<file path="src/design/running_median_two_heaps_macros.svh">
// Assertion macros for the running median block.
`ifndef RUNNING_MEDIAN_TWO_HEAPS_MACROS_SVH
`define RUNNING_MEDIAN_TWO_HEAPS_MACROS_SVH
`ifndef SYNTHESIS
// Same-cycle implication, disabled while reset is asserted.
`define RMTH_ASSERT_IMP(label, clk, rst_n, a, b) \
	label: assert property (@(posedge clk) disable iff (!rst_n) (a) |-> (b)) \
		else $error("running median assertion failed");
// Next-cycle implication, disabled while reset is asserted.
`define RMTH_ASSERT_NXT(label, clk, rst_n, a, b) \
	label: assert property (@(posedge clk) disable iff (!rst_n) (a) |=> (b)) \
		else $error("running median assertion failed");
`else
`define RMTH_ASSERT_IMP(label, clk, rst_n, a, b)
`define RMTH_ASSERT_NXT(label, clk, rst_n, a, b)
`endif
`endif

</file>
<file path="src/design/rmth_pkg.sv">
// Shared types and constants of the running median block.
package rmth_pkg;
	localparam int HEAP_DEPTH_DEF = 512;
	localparam int VALUE_W = 31;
	localparam int MEDIAN_W = 32;

	typedef enum logic [3:0] {
		OP_NONE, OP_LOAD, OP_DECIDE, OP_PUSH_INIT, OP_PUSH_CHECK, OP_PUSH_WAIT,
		OP_POP_INIT, OP_POP_LAST, OP_POP_CHECK, OP_POP_C1, OP_POP_C2, OP_POP_MOVE,
		OP_SWAP, OP_UPDATE, OP_OUT
	} op_t;

	typedef enum logic [3:0] {
		ST_IDLE, ST_DECIDE, ST_PUSH_INIT, ST_PUSH_CHECK, ST_PUSH_WAIT,
		ST_POP_INIT, ST_POP_LAST, ST_POP_CHECK, ST_POP_C1, ST_POP_C2, ST_POP_MOVE,
		ST_SWAP, ST_UPDATE, ST_OUT
	} state_t;

	typedef struct packed {
		op_t op;
	} cmd_t;

	typedef struct packed {
		logic reject;
		logic equal;
		logic i_zero;
		logic push_above;
		logic pop_one;
		logic c_ge_n;
		logic c2_lt_n;
		logic move_above;
		logic rebalance;
		logic balanced;
		logic out_free;
	} sts_t;
endpackage

</file>
<file path="src/design/rmth_ctrl.sv">
// Controller state machine of the running median block.
module rmth_ctrl import rmth_pkg::*; (
	input  logic clk,
	input  logic arst_n,
	input  logic in_valid,
	output logic in_stall,
	input  sts_t sts,
	output cmd_t cmd
);
	state_t state_q, state_nx;
	logic second_q;

	// State register and the flag for the rebalancing insert.
	always_ff @(posedge clk or negedge arst_n) begin
		if (!arst_n) begin
			state_q <= ST_IDLE;
			second_q <= 1'b0;
		end else begin
			state_q <= state_nx;
			if (state_q == ST_DECIDE) second_q <= 1'b0;
			else if (state_q == ST_SWAP) second_q <= 1'b1;
		end
	end

	// Next state.
	always_comb begin
		state_nx = state_q;
		unique case (state_q)
			ST_IDLE:       if (in_valid) state_nx = ST_DECIDE;
			ST_DECIDE:     state_nx = sts.reject ? ST_OUT : ST_PUSH_INIT;
			ST_PUSH_INIT:  state_nx = ST_PUSH_CHECK;
			ST_PUSH_CHECK: begin
				if (!sts.i_zero) state_nx = ST_PUSH_WAIT;
				else if (second_q) state_nx = ST_UPDATE;
				else if (sts.equal) state_nx = ST_OUT;
				else if (sts.rebalance) state_nx = ST_POP_INIT;
				else state_nx = ST_UPDATE;
			end
			ST_PUSH_WAIT: begin
				if (sts.push_above) state_nx = ST_PUSH_CHECK;
				else if (second_q) state_nx = ST_UPDATE;
				else if (sts.equal) state_nx = ST_OUT;
				else if (sts.rebalance) state_nx = ST_POP_INIT;
				else state_nx = ST_UPDATE;
			end
			ST_POP_INIT:   state_nx = sts.pop_one ? ST_SWAP : ST_POP_LAST;
			ST_POP_LAST:   state_nx = ST_POP_CHECK;
			ST_POP_CHECK:  state_nx = sts.c_ge_n ? ST_SWAP : ST_POP_C1;
			ST_POP_C1:     state_nx = sts.c2_lt_n ? ST_POP_C2 : ST_POP_MOVE;
			ST_POP_C2:     state_nx = ST_POP_MOVE;
			ST_POP_MOVE:   state_nx = sts.move_above ? ST_POP_CHECK : ST_SWAP;
			ST_SWAP:       state_nx = ST_PUSH_INIT;
			ST_UPDATE:     state_nx = ST_OUT;
			ST_OUT:        if (sts.out_free) state_nx = ST_IDLE;
			default:       state_nx = ST_IDLE;
		endcase
	end

	// Commands to the datapath.
	always_comb begin
		in_stall = (state_q != ST_IDLE);
		cmd.op = OP_NONE;
		unique case (state_q)
			ST_IDLE:       if (in_valid) cmd.op = OP_LOAD;
			ST_DECIDE:     cmd.op = OP_DECIDE;
			ST_PUSH_INIT:  cmd.op = OP_PUSH_INIT;
			ST_PUSH_CHECK: cmd.op = OP_PUSH_CHECK;
			ST_PUSH_WAIT:  cmd.op = OP_PUSH_WAIT;
			ST_POP_INIT:   cmd.op = OP_POP_INIT;
			ST_POP_LAST:   cmd.op = OP_POP_LAST;
			ST_POP_CHECK:  cmd.op = OP_POP_CHECK;
			ST_POP_C1:     cmd.op = OP_POP_C1;
			ST_POP_C2:     cmd.op = OP_POP_C2;
			ST_POP_MOVE:   cmd.op = OP_POP_MOVE;
			ST_SWAP:       cmd.op = OP_SWAP;
			ST_UPDATE:     cmd.op = OP_UPDATE;
			ST_OUT:        if (sts.out_free) cmd.op = OP_OUT;
			default:       cmd.op = OP_NONE;
		endcase
	end
endmodule

</file>
<file path="config.mk">
export PLATFORM = sky130hd
export DESIGN_NAME = rmth_ctrl
export DESIGN_NICKNAME = d
export VERILOG_FILES = /design/src/design/running_median_two_heaps_macros.svh /design/src/design/rmth_pkg.sv /design/src/design/rmth_ctrl.sv
export SDC_FILE = /design/constraint.sdc
export NUM_CORES = 1
export LEC_CHECK = 0
export ABC_AREA = 1
export BUFFER_PORTS_ARGS = -buffer_cell sky130_fd_sc_hd__buf_2
export CORE_AREA = 2 2 39 41
export CTS_BUF_LIST = sky130_fd_sc_hd__clkbuf_4 sky130_fd_sc_hd__clkbuf_8 sky130_fd_sc_hd__clkbuf_16
export CTS_CLUSTER_DIAMETER = 40
export DETAILED_ROUTE_END_ITERATION = 8
export DIE_AREA = 0 0 41 43
export PLACE_DENSITY = 0.7
export SLEW_MARGIN = 40
export SYNTH_ARGS = -nofsm -noshare
export SYNTH_HDL_FRONTEND = slang
export SYNTH_SLANG_ARGS = --single-unit
</file>
<file path="constraint.sdc">
create_clock -name clk -period 1.45 [get_ports clk]
set_input_delay 0.145 -clock clk [delete_from_list [all_inputs] [get_ports clk]]
set_output_delay 0.145 -clock clk [all_outputs]
set_load 0.01 [all_outputs]
</file>
==> results of run 1 <==
## worst min path at each step
stage | endpoint | slack (ps) | cells past startpoint
final | state_q[1]$_DFFE_PN0P_ | 180 | 2
after global routing | state_q[1]$_DFFE_PN0P_ | 200 | 2
after CTS | state_q[1]$_DFFE_PN0P_ | 170 | 2
after detailed placement | state_q[0]$_DFFE_PN0P_ | -40 | 1
after global placement | state_q[3]$_DFFE_PN0P_ | -40 | 1
after floorplan | second_q$_DFFE_PN0P_ | -150 | 0
## layer usage
metal,wire length [µm],share of wire (%),GRT usage (%),vias to the layer above
met5,0,0,0,-
met4,10,0.55,3.33,0
met3,82,4.5,5.76,2
met2,967,53,37.8,20
met1,774,42,28.2,344
li1,-,-,-,379
## cell usage in the layout (no fill, tap or decap)
cell type	count
sky130_fd_sc_hd__dlygate4sd3_1	1
sky130_fd_sc_hd__buf_2	17
sky130_fd_sc_hd__nor2_4	4
sky130_fd_sc_hd__nor2_1	10
sky130_fd_sc_hd__nand2_2	4
sky130_fd_sc_hd__o21ai_0	4
sky130_fd_sc_hd__o2111ai_1	1
sky130_fd_sc_hd__nand3b_1	2
sky130_fd_sc_hd__nand2_4	4
sky130_fd_sc_hd__a21o_1	1
sky130_fd_sc_hd__nand2_1	19
sky130_fd_sc_hd__inv_2	4
sky130_fd_sc_hd__nand4_1	3
sky130_fd_sc_hd__nand3_2	1
sky130_fd_sc_hd__clkbuf_4	4
sky130_fd_sc_hd__inv_4	1
sky130_fd_sc_hd__nand3_4	1
sky130_fd_sc_hd__nor3_1	1
sky130_fd_sc_hd__o211ai_1	2
sky130_fd_sc_hd__inv_1	7
sky130_fd_sc_hd__nor3b_1	1
sky130_fd_sc_hd__nor2_2	7
sky130_fd_sc_hd__dfrtp_1	2
sky130_fd_sc_hd__dfrtp_2	3
sky130_fd_sc_hd__a31oi_4	1
sky130_fd_sc_hd__nand3_1	10
sky130_fd_sc_hd__buf_4	10
sky130_fd_sc_hd__buf_6	3
## power by group through the flow
| stage | registers (µW) | logic [µW] | clock network (µW) |
|---|---|---|---|
| after floorplan | 262 | 737 | 0 |
| after detailed placement | 303 | 1010 | 0 |
| after CTS | 314 | 1270 | 183 |
| final | 352 | 1530 | 176 |
| after global routing | 360 | 1680 | 195 |
| after global placement | 299 | 995 | 0 |
## state kept, by name (all words and copies together), names as in the netlist
| name | flops |
|---|---|
| state_q | 4 |
| second_q | 1 |
## worst register-to-register path, stage by stage, from the launching register on
cell and delay [ps]:
sky130_fd_sc_hd__dfrtp_2 480, sky130_fd_sc_hd__nand2_4 110, sky130_fd_sc_hd__buf_6 110, sky130_fd_sc_hd__nor2_4 40, sky130_fd_sc_hd__nor2_2 130, sky130_fd_sc_hd__buf_4 120
sky130_fd_sc_hd__nand2_2 40, sky130_fd_sc_hd__nor2_2 90, sky130_fd_sc_hd__nand3_1 70, sky130_fd_sc_hd__nand2_1 60, sky130_fd_sc_hd__nand2_1 50
## what timing repair did
action,in CTS,in global routing
resized for setup,18,23
setup buffers,9,2
pin swaps,7,8
hold buffers,1,0
endpoints found under the setup margin,4,5
gates cloned,0,0
endpoints found under the hold margin,5,0
## cells in the mapped netlist, drive strengths merged
cell type  count
a21o           1
a31oi          1
buf            1
dfrtp          5
inv           12
nand2         27
nand3         12
nand3b         2
nand4          3
nor2          21
nor3           1
nor3b          1
o2111ai        1
o211ai         2
o21ai          4
## cell families (layout without fill, tap and decap cells)
family                 after synthesis  in the layout  synth area share (%)
AO/OA/AOI/OAI                        9              9                  10.9
buffers and inverters               13             47                  9.98
flip-flops                           5              5                  23.8
AND/OR/NAND/NOR                     67             67                  55.3
## through the flow
| step | hold slack (ps) | std cells | setup slack, ps | TNS (ps) | power (µW) |
|---|---|---|---|---|---|
| after global placement | -40.3 | 128 | 94.4 | 0 | 1290 |
| after CTS | 174 | 142 | -31.0 | -72.4 | 1770 |
| final | 176 | 144 | -56.8 | -177 | 2060 |
| after detailed placement | -37.3 | 128 | 45.9 | 0 | 1310 |
| after floorplan | -151 | 94 | 221 | 0 | 999 |
| after global routing | 199 | 144 | -124 | -439 | 2230 |
## area by class of cell
type	instances	share of cell area, %
clock buffer	4	3.36
timing repair buffer	31	22.8
tap	16	2.24
sequential	5	14.4
multi-input combinational	76	51.9
inverter	12	5.31
==> report_table.html, run 1 <==
<table>
<tr><th>Metric</th><th>Value</th></tr>
<tr><th colspan="2">Run status</th></tr>
<tr><td>Run status</td><td>finished, violations left</td></tr>
<tr><td>Violations in the final reports</td><td>negative setup slack</td></tr>
<tr><th colspan="2">STA</th></tr>
<tr><td>Smallest setup slack after layout</td><td>-56.8 ps</td></tr>
<tr><td>Number of pins with negative max-slew slack in the final report</td><td>0</td></tr>
<tr><td>Setup repair after global routing missed its margin</td><td>yes</td></tr>
<tr><td>Min Clock Period, post-route</td><td>1510 ps</td></tr>
<tr><td>Final count of hold timing violations</td><td>0</td></tr>
<tr><td>Clock Skew</td><td>0.592 ps</td></tr>
<tr><td>Worst slew margin</td><td>84.4%</td></tr>
<tr><td>Tightest Pin Transition</td><td>234 ps</td></tr>
<tr><td>Setup Viol. Count Final</td><td>4</td></tr>
<tr><td>Maximum clock rate</td><td>664 MHz</td></tr>
<tr><td>Fin crit share</td><td>104%</td></tr>
<tr><th colspan="2">Placed design</th></tr>
<tr><td>Final weighted congestion in routability-driven placement</td><td>0.890</td></tr>
<tr><td>Standard cell area after detailed placement</td><td>639 µm²</td></tr>
<tr><td>Number of input and output port buffers inserted</td><td>17</td></tr>
<tr><td>HPWL Detailed</td><td>1220 µm</td></tr>
<tr><th colspan="2">Die</th></tr>
<tr><td>Starting Density</td><td>38.1%</td></tr>
<tr><td>Die extent in x</td><td>41 µm</td></tr>
<tr><td>Die area</td><td>1760 µm²</td></tr>
<tr><td>Die Y-Extent</td><td>43 µm</td></tr>
<tr><td>Core area</td><td>1380 µm²</td></tr>
<tr><td>Top-Level Pins</td><td>19</td></tr>
<tr><td>FP Rows</td><td>14</td></tr>
<tr><th colspan="2">Final layout</th></tr>
<tr><td>Fin util</td><td>64.6%</td></tr>
<tr><td>Net total in the final layout</td><td>143</td></tr>
<tr><td>Area added between synthesis and finish</td><td>69.8%</td></tr>
<tr><td>Diodes inserted</td><td>0</td></tr>
<tr><td>Area taken by flip-flops and latches</td><td>129 µm²</td></tr>
<tr><td>Post-route cell area</td><td>895 µm²</td></tr>
<tr><td>Fillers</td><td>128</td></tr>
<tr><td>Area occupied by multi-input gates</td><td>464 µm²</td></tr>
<tr><td>Ratio of cells with drive above 1 in the final layout</td><td>50.0%</td></tr>
<tr><th colspan="2">Clocking</th></tr>
<tr><td>Clock transition at the registers of the reported paths</td><td>40 ps</td></tr>
<tr><td>Clk sinks</td><td>5</td></tr>
<tr><td>Number of buffers inserted during clock tree synthesis</td><td>3</td></tr>
<tr><td>Root buf cell</td><td>sky130_fd_sc_hd__clkbuf_4</td></tr>
<tr><td>Clock latency at the later pin of the worst-skew pair</td><td>240 ps</td></tr>
<tr><td>CTS Buffer Depth</td><td>2</td></tr>
<tr><td>CTS HTree Levels</td><td>1</td></tr>
<tr><td>CTS tree</td><td>done</td></tr>
<tr><th colspan="2">Pwr</th></tr>
<tr><td>Clock power share</td><td>8.5%</td></tr>
<tr><td>Cell-internal power</td><td>999 µW</td></tr>
<tr><td>Fraction of power spent switching nets</td><td>51.6%</td></tr>
<tr><td>Worst vdd ir</td><td>1410 µV</td></tr>
<tr><td>Flop pwr share</td><td>17.1%</td></tr>
<tr><td>Switching power</td><td>1060 µW</td></tr>
<tr><td>Proportion of power drawn by combinational gates</td><td>74.4%</td></tr>
<tr><td>Leakage power</td><td>0.000466 µW</td></tr>
<tr><td>Pwr dens</td><td>2310 nW/µm²</td></tr>
<tr><th colspan="2">GRT</th></tr>
<tr><td>Global-route wire length before repair</td><td>2690 µm</td></tr>
<tr><td>Total Routing Usage GR</td><td>22.5%</td></tr>
<tr><td>Initial antenna violation count</td><td>0</td></tr>
<tr><td>Vias in the first global route</td><td>639</td></tr>
<tr><td>Total grt overflow</td><td>0</td></tr>
<tr><td>Maximum number of pins on one net before global-route repair</td><td>7</td></tr>
<tr><th colspan="2">Yosys</th></tr>
<tr><td>Proportion of netlist area held by the largest area contributor</td><td>23.8%</td></tr>
<tr><td>Count of yosys warnings during synthesis</td><td>0</td></tr>
<tr><td>Top cells by area in the synthesized netlist</td><td>sky130_fd_sc_hd__dfrtp_1 (24%), sky130_fd_sc_hd__nand2_1 (19%), sky130_fd_sc_hd__nor2_1 (14%)</td></tr>
<tr><td>Most area-hungry cell type in the Yosys netlist</td><td>sky130_fd_sc_hd__dfrtp_1</td></tr>
<tr><td>Post-Syn Nets</td><td>108</td></tr>
<tr><td>Post-synthesis instance area</td><td>527 µm²</td></tr>
<tr><td>Number of distinct library cells after synthesis</td><td>18</td></tr>
<tr><td>Gate count after technology mapping</td><td>94</td></tr>
<tr><td>Portion of the post-synthesis area used by sequential elements</td><td>23.8%</td></tr>
<tr><td>Number of synthesized register bits</td><td>5</td></tr>
<tr><td>Average instance area after synthesis</td><td>5.60 µm²</td></tr>
<tr><th colspan="2">Route</th></tr>
<tr><td>Number of remaining DRC errors</td><td>0</td></tr>
<tr><td>Via total after detailed routing</td><td>745</td></tr>
<tr><td>Count of TritonRoute iterations in the first routing pass</td><td>4</td></tr>
<tr><td>Wire length after detailed routing</td><td>1830 µm</td></tr>
<tr><td>WL/cell</td><td>12.7 µm</td></tr>
<tr><td>Number of antenna-violating nets in the routed design</td><td>0</td></tr>
<tr><td>Via-to-Cell Ratio</td><td>5.17</td></tr>
<tr><td>Iteration-0 DRC Markers</td><td>23</td></tr>
<tr><th colspan="2">Setup path</th></tr>
<tr><td>End of the worst register-to-register path</td><td>state_q[0]$_DFFE_PN0P_</td></tr>
<tr><td>Data arrival time of the worst path</td><td>1360 ps</td></tr>
<tr><td>Worst setup path startpoint</td><td>state_q[3]$_DFFE_PN0P_</td></tr>
<tr><td>CP max-delay cell</td><td>sky130_fd_sc_hd__dfrtp_2</td></tr>
<tr><td>Register-to-register path setup slack</td><td>30 ps</td></tr>
<tr><td>Count of buffer and inverter cells on the critical path</td><td>2</td></tr>
<tr><td>CP cell instances</td><td>inv_4 &gt; nor2_4 &gt; nand2_2 &gt; nand2_1 &gt; nor2_2 &gt; o211ai_1 &gt; buf_2</td></tr>
<tr><td>Critical Setup Path Class</td><td>flop to primary output</td></tr>
<tr><td>CP Capture Point</td><td>cmd[2]</td></tr>
<tr><td>Startpoint types</td><td>flop</td></tr>
<tr><td>Reg-to-Reg Start</td><td>state_q[2]$_DFFE_PN0P_</td></tr>
<tr><td>Critical path endpoint category</td><td>primary output</td></tr>
<tr><td>Number of stages on the worst setup path</td><td>7</td></tr>
<tr><td>Endpoint required time on the critical path</td><td>1310 ps</td></tr>
<tr><td>Stage delay of the slowest cell on the critical path</td><td>450 ps</td></tr>
<tr><td>Largest driver fanout on the critical path</td><td>5</td></tr>
<tr><td>Worst-case reg-to-reg path depth</td><td>10</td></tr>
<tr><td>Kind of cell with the highest combined delay on the critical path</td><td>flip-flops</td></tr>
<tr><th colspan="2">Job</th></tr>
<tr><td>Max-cap viol count</td><td>0</td></tr>
<tr><th colspan="2">Worst hold path</th></tr>
<tr><td>Hold path startpoint</td><td>sts[10]</td></tr>
<tr><td>Path category of the worst min-delay check</td><td>input pin to flop</td></tr>
</table>
No activity file was read; power rests on OpenSTA's default activity.
==> run 2, diff against run 1 <==
--- a/config.mk
+++ b/config.mk
@@ -12,8 +12,7 @@
 export CTS_CLUSTER_DIAMETER = 40
 export DETAILED_ROUTE_END_ITERATION = 8
 export DIE_AREA = 0 0 41 43
-export PLACE_DENSITY = 0.7
-export SLEW_MARGIN = 40
+export PLACE_DENSITY_LB_ADDON = 0.1
 export SYNTH_ARGS = -nofsm -noshare
 export SYNTH_HDL_FRONTEND = slang
 export SYNTH_SLANG_ARGS = --single-unit
==> run 2 against run 1 <==
Net effect:
- global-route usage is 0.35 points lower
- the flow still finishes with violations (negative setup slack)
- sequential share of layout area is 0.90 points higher
- power is 7.2% lower
- flip-flop and latch count stayed put
- critical path depth is 2 lower
- clock skew is 1.9 ps higher
- worst setup slack worse by 24 ps
- highest routed layer unchanged
- largest cell class unchanged
- fmax is 1.5% lower
- count of clock-buffer cells in the layout stayed put
- core utilization is 3.8 points lower
==> report_table.html, run 2 (synthesis gave the netlist of run 1 again) <==
<table>
<tr><th>Metric</th><th>Value</th></tr>
<tr><th colspan="2">Route</th></tr>
<tr><td>Count of TritonRoute iterations in the first routing pass</td><td>4 (unchanged)</td></tr>
<tr><td>WL/cell</td><td>13.1 µm (was 12.7 µm)</td></tr>
<tr><td>Number of antenna-violating nets in the routed design</td><td>0 (unchanged)</td></tr>
<tr><td>Iteration-0 DRC Markers</td><td>22 (was 23)</td></tr>
<tr><td>Via-to-Cell Ratio</td><td>5.34 (was 5.17)</td></tr>
<tr><td>Via total after detailed routing</td><td>764 (was 745)</td></tr>
<tr><td>Number of remaining DRC errors</td><td>0 (unchanged)</td></tr>
<tr><td>Wire length after detailed routing</td><td>1870 µm (was 1830 µm)</td></tr>
<tr><th colspan="2">Final layout</th></tr>
<tr><td>Area taken by flip-flops and latches</td><td>129 µm² (unchanged)</td></tr>
<tr><td>Reg with most FFs</td><td>state_q (unchanged)</td></tr>
<tr><td>Final non-filler cell total</td><td>143 (was 144)</td></tr>
<tr><td>Area occupied by multi-input gates</td><td>429 µm² (was 464 µm²)</td></tr>
<tr><td>Ratio of cells with drive above 1 in the final layout</td><td>48.8% (was 50.0%)</td></tr>
<tr><td>Net total in the final layout</td><td>142 (was 143)</td></tr>
<tr><td>Diodes inserted</td><td>0 (unchanged)</td></tr>
<tr><td>Most common library cell in the layout ignoring fill and taps</td><td>sky130_fd_sc_hd__nand2_1 (unchanged)</td></tr>
<tr><td>Fillers</td><td>136 (was 128)</td></tr>
<tr><td>Largest registers</td><td>state_q (4), second_q (1) (unchanged)</td></tr>
<tr><td>Leading cell types in the layout, fill and taps excluded</td><td>sky130_fd_sc_hd__nand2_1 (19), sky130_fd_sc_hd__buf_2 (17), sky130_fd_sc_hd__nor2_1 (11), sky130_fd_sc_hd__buf_4 (11), sky130_fd_sc_hd__nand3_1 (9) (was sky130_fd_sc_hd__nand2_1 (19), sky130_fd_sc_hd__buf_2 (17), sky130_fd_sc_hd__nand3_1 (10), sky130_fd_sc_hd__nor2_1 (10), sky130_fd_sc_hd__buf_4 (10))</td></tr>
<tr><td>Area added between synthesis and finish</td><td>59.9% (was 69.8%)</td></tr>
<tr><td>Number of flip-flops under the largest register name</td><td>4 (unchanged)</td></tr>
<tr><th colspan="2">Die</th></tr>
<tr><td>FP Rows</td><td>14 (unchanged)</td></tr>
<tr><td>Top-Level Pins</td><td>19 (unchanged)</td></tr>
<tr><td>Starting Density</td><td>38.1% (unchanged)</td></tr>
<tr><td>Die Y-Extent</td><td>43 µm (unchanged)</td></tr>
<tr><td>Die extent in x</td><td>41 µm (unchanged)</td></tr>
<tr><td>Die area</td><td>1760 µm² (unchanged)</td></tr>
<tr><td>Core area</td><td>1380 µm² (unchanged)</td></tr>
<tr><th colspan="2">Setup path</th></tr>
<tr><td>Critical Setup Path Class</td><td>flop to primary output (unchanged)</td></tr>
<tr><td>Critical path endpoint category</td><td>primary output (unchanged)</td></tr>
<tr><td>Endpoint required time on the critical path</td><td>1310 ps (about the same)</td></tr>
<tr><td>Reg-to-Reg Start</td><td>state_q[0]$_DFFE_PN0P_ (was state_q[2]$_DFFE_PN0P_)</td></tr>
<tr><td>End of the worst register-to-register path</td><td>state_q[3]$_DFFE_PN0P_ (was state_q[0]$_DFFE_PN0P_)</td></tr>
<tr><td>Startpoint types</td><td>flop (unchanged)</td></tr>
<tr><td>Worst-case reg-to-reg path depth</td><td>7 (was 10)</td></tr>
<tr><td>Largest driver fanout on the critical path</td><td>4 (was 5)</td></tr>
<tr><td>Data arrival time of the worst path</td><td>1390 ps (was 1360 ps)</td></tr>
<tr><td>Register-to-register path setup slack</td><td>90 ps (was 30 ps)</td></tr>
<tr><th colspan="2">STA</th></tr>
<tr><td>Setup Viol. Count Final</td><td>4 (unchanged)</td></tr>
<tr><td>Maximum clock rate</td><td>653 MHz (was 664 MHz)</td></tr>
<tr><td>Fin crit share</td><td>106% (was 104%)</td></tr>
<tr><td>Min Clock Period, post-route</td><td>1530 ps (was 1510 ps)</td></tr>
<tr><td>Smallest setup slack after layout</td><td>-80.5 ps (was -56.8 ps)</td></tr>
<tr><td>Tightest Pin Transition</td><td>225 ps (was 234 ps)</td></tr>
<tr><td>Number of pins with negative max-slew slack in the final report</td><td>0 (unchanged)</td></tr>
<tr><td>Clock Skew</td><td>2.50 ps (was 0.592 ps)</td></tr>
<tr><td>Worst slew margin</td><td>84.9% (was 84.4%)</td></tr>
<tr><td>Final count of hold timing violations</td><td>0 (unchanged)</td></tr>
<tr><td>Setup repair after global routing missed its margin</td><td>yes (unchanged)</td></tr>
<tr><th colspan="2">Pwr</th></tr>
<tr><td>Flop pwr share</td><td>16.9% (was 17.1%)</td></tr>
<tr><td>Tot Pwr</td><td>1910 µW (was 2060 µW)</td></tr>
<tr><td>Clock power share</td><td>9.3% (was 8.5%)</td></tr>
<tr><td>Leakage power</td><td>0.000432 µW (was 0.000466 µW)</td></tr>
<tr><td>Switching power</td><td>978 µW (was 1060 µW)</td></tr>
<tr><td>Proportion of power drawn by combinational gates</td><td>73.8% (was 74.4%)</td></tr>
<tr><td>Pwr dens</td><td>2270 nW/µm² (was 2310 nW/µm²)</td></tr>
<tr><td>Fraction of power spent switching nets</td><td>51.1% (was 51.6%)</td></tr>
<tr><td>Worst vdd ir</td><td>1180 µV (was 1410 µV)</td></tr>
<tr><td>Cell-internal power</td><td>936 µW (was 999 µW)</td></tr>
<tr><th colspan="2">Placed design</th></tr>
<tr><td>Setup slack after placement</td><td>48.1 ps (was 45.9 ps)</td></tr>
<tr><td>HPWL Detailed</td><td>1230 µm (was 1220 µm)</td></tr>
<tr><td>Final weighted congestion in routability-driven placement</td><td>0.881 (was 0.890)</td></tr>
<tr><td>Number of input and output port buffers inserted</td><td>17 (unchanged)</td></tr>
<tr><td>Dpl cells</td><td>129 (was 128)</td></tr>
<tr><th colspan="2">Run status</th></tr>
<tr><td>Run status</td><td>finished, violations left (unchanged)</td></tr>
<tr><td>Violations in the final reports</td><td>negative setup slack (unchanged)</td></tr>
<tr><th colspan="2">Clocking</th></tr>
<tr><td>Number of buffers inserted during clock tree synthesis</td><td>3 (unchanged)</td></tr>
<tr><td>CTS HTree Levels</td><td>1 (unchanged)</td></tr>
<tr><td>CTS Buffer Depth</td><td>2 (unchanged)</td></tr>
<tr><td>Clk sinks</td><td>5 (unchanged)</td></tr>
<tr><td>Clock latency at the later pin of the worst-skew pair</td><td>240 ps (about the same)</td></tr>
<tr><td>Clock transition at the registers of the reported paths</td><td>40 ps (about the same)</td></tr>
<tr><td>Root buf cell</td><td>sky130_fd_sc_hd__clkbuf_4 (unchanged)</td></tr>
<tr><td>CTS tree</td><td>done (unchanged)</td></tr>
<tr><th colspan="2">Worst hold path</th></tr>
<tr><td>Hold path cells</td><td>2 (unchanged)</td></tr>
<tr><td>Worst-case hold path end point</td><td>state_q[1]$_DFFE_PN0P_ (unchanged)</td></tr>
<tr><td>Path category of the worst min-delay check</td><td>input pin to flop (unchanged)</td></tr>
<tr><td>Hold path startpoint</td><td>sts[10] (unchanged)</td></tr>
<tr><th colspan="2">GRT</th></tr>
<tr><td>Total grt overflow</td><td>0 (unchanged)</td></tr>
<tr><td>Vias in the first global route</td><td>614 (was 639)</td></tr>
<tr><td>Total Routing Usage GR</td><td>22.2% (was 22.5%)</td></tr>
<tr><td>Maximum number of pins on one net before global-route repair</td><td>7 (unchanged)</td></tr>
<tr><td>Initial antenna violation count</td><td>0 (unchanged)</td></tr>
<tr><td>Global-route wire length before repair</td><td>2570 µm (was 2690 µm)</td></tr>
<tr><th colspan="2">Job</th></tr>
<tr><td>Max-cap viol count</td><td>0 (unchanged)</td></tr>
</table>
[run 2: power by group through the flow]
stage	Clock [µW]	Combinational, µW	Sequential [µW]
after floorplan	0	737	262
after global placement	0	1030	293
after detailed placement	0	1030	294
after CTS	189	1220	309
after global routing	201	1550	327
final	178	1410	323
[run 2: metal layers]
layer / track usage [%] / routed length (µm) / part of all wire, % / vias to the layer above
met3: 7.85 / 83 / 4.4 / 2
met2: 34.4 / 953 / 51 / 31
met4: 4.00 / 19 / 1.0 / 0
li1: - / - / - / 378
met5: 0 / 0 / 0 / -
met1: 29.0 / 817 / 44 / 353
[run 2: repair_timing]
item                                    4_1_cts  5_1_grt
pin swaps                                     4        6
setup buffers                                 6        3
endpoints found under the setup margin        4        7
gates resized for setup                      17       14
hold endpoints to repair                      5        0
hold buffers                                  1        0
[run 2: worst max-delay path by stage]
stage          slack (ps)                   start  depth (start not counted)                endpoint
2_1_floorplan         220  state_q[2]$_DFFE_PN0P_                          6  state_q[0]$_DFFE_PN0P_
3_3_place_gp           80  state_q[0]$_DFFE_PN0P_                          7                  cmd[2]
3_5_place_dp           50  state_q[0]$_DFFE_PN0P_                          7                  cmd[2]
4_1_cts               -50  state_q[0]$_DFFE_PN0P_                          7                  cmd[2]
5_1_grt              -130  state_q[0]$_DFFE_PN0P_                          5                  cmd[3]
6_report              -80  state_q[0]$_DFFE_PN0P_                          5                  cmd[3]
[run 2: layout make-up]
| class | count | area share [%] |
|---|---|---|
| Clock buffer | 4 | 3.57 |
| Inverter | 12 | 5.35 |
| Multi-Input combinational cell | 76 | 51.0 |
| Sequential cell | 5 | 15.3 |
| Tap cell | 16 | 2.38 |
| Timing Repair Buffer | 30 | 22.4 |
[run 2: worst max-delay path, stage by stage, from the launching register on]
cell	delay, ps
sky130_fd_sc_hd__dfrtp_1	430
sky130_fd_sc_hd__inv_2	150
sky130_fd_sc_hd__buf_4	140
sky130_fd_sc_hd__nand3_1	160
sky130_fd_sc_hd__nand4_1	140
sky130_fd_sc_hd__buf_2	130
[run 2: through the flow]
stage               hold slack, ps  TNS (ps)  utilization (%)  cell area, µm²
floorplan                     -151         0                -             527
global placement             -41.3         0             46.7             647
detailed placement           -36.3         0             46.7             647
CTS                            157      -170             56.1             777
global route                   210      -493             60.8             842
finish                         192      -257             60.8             842
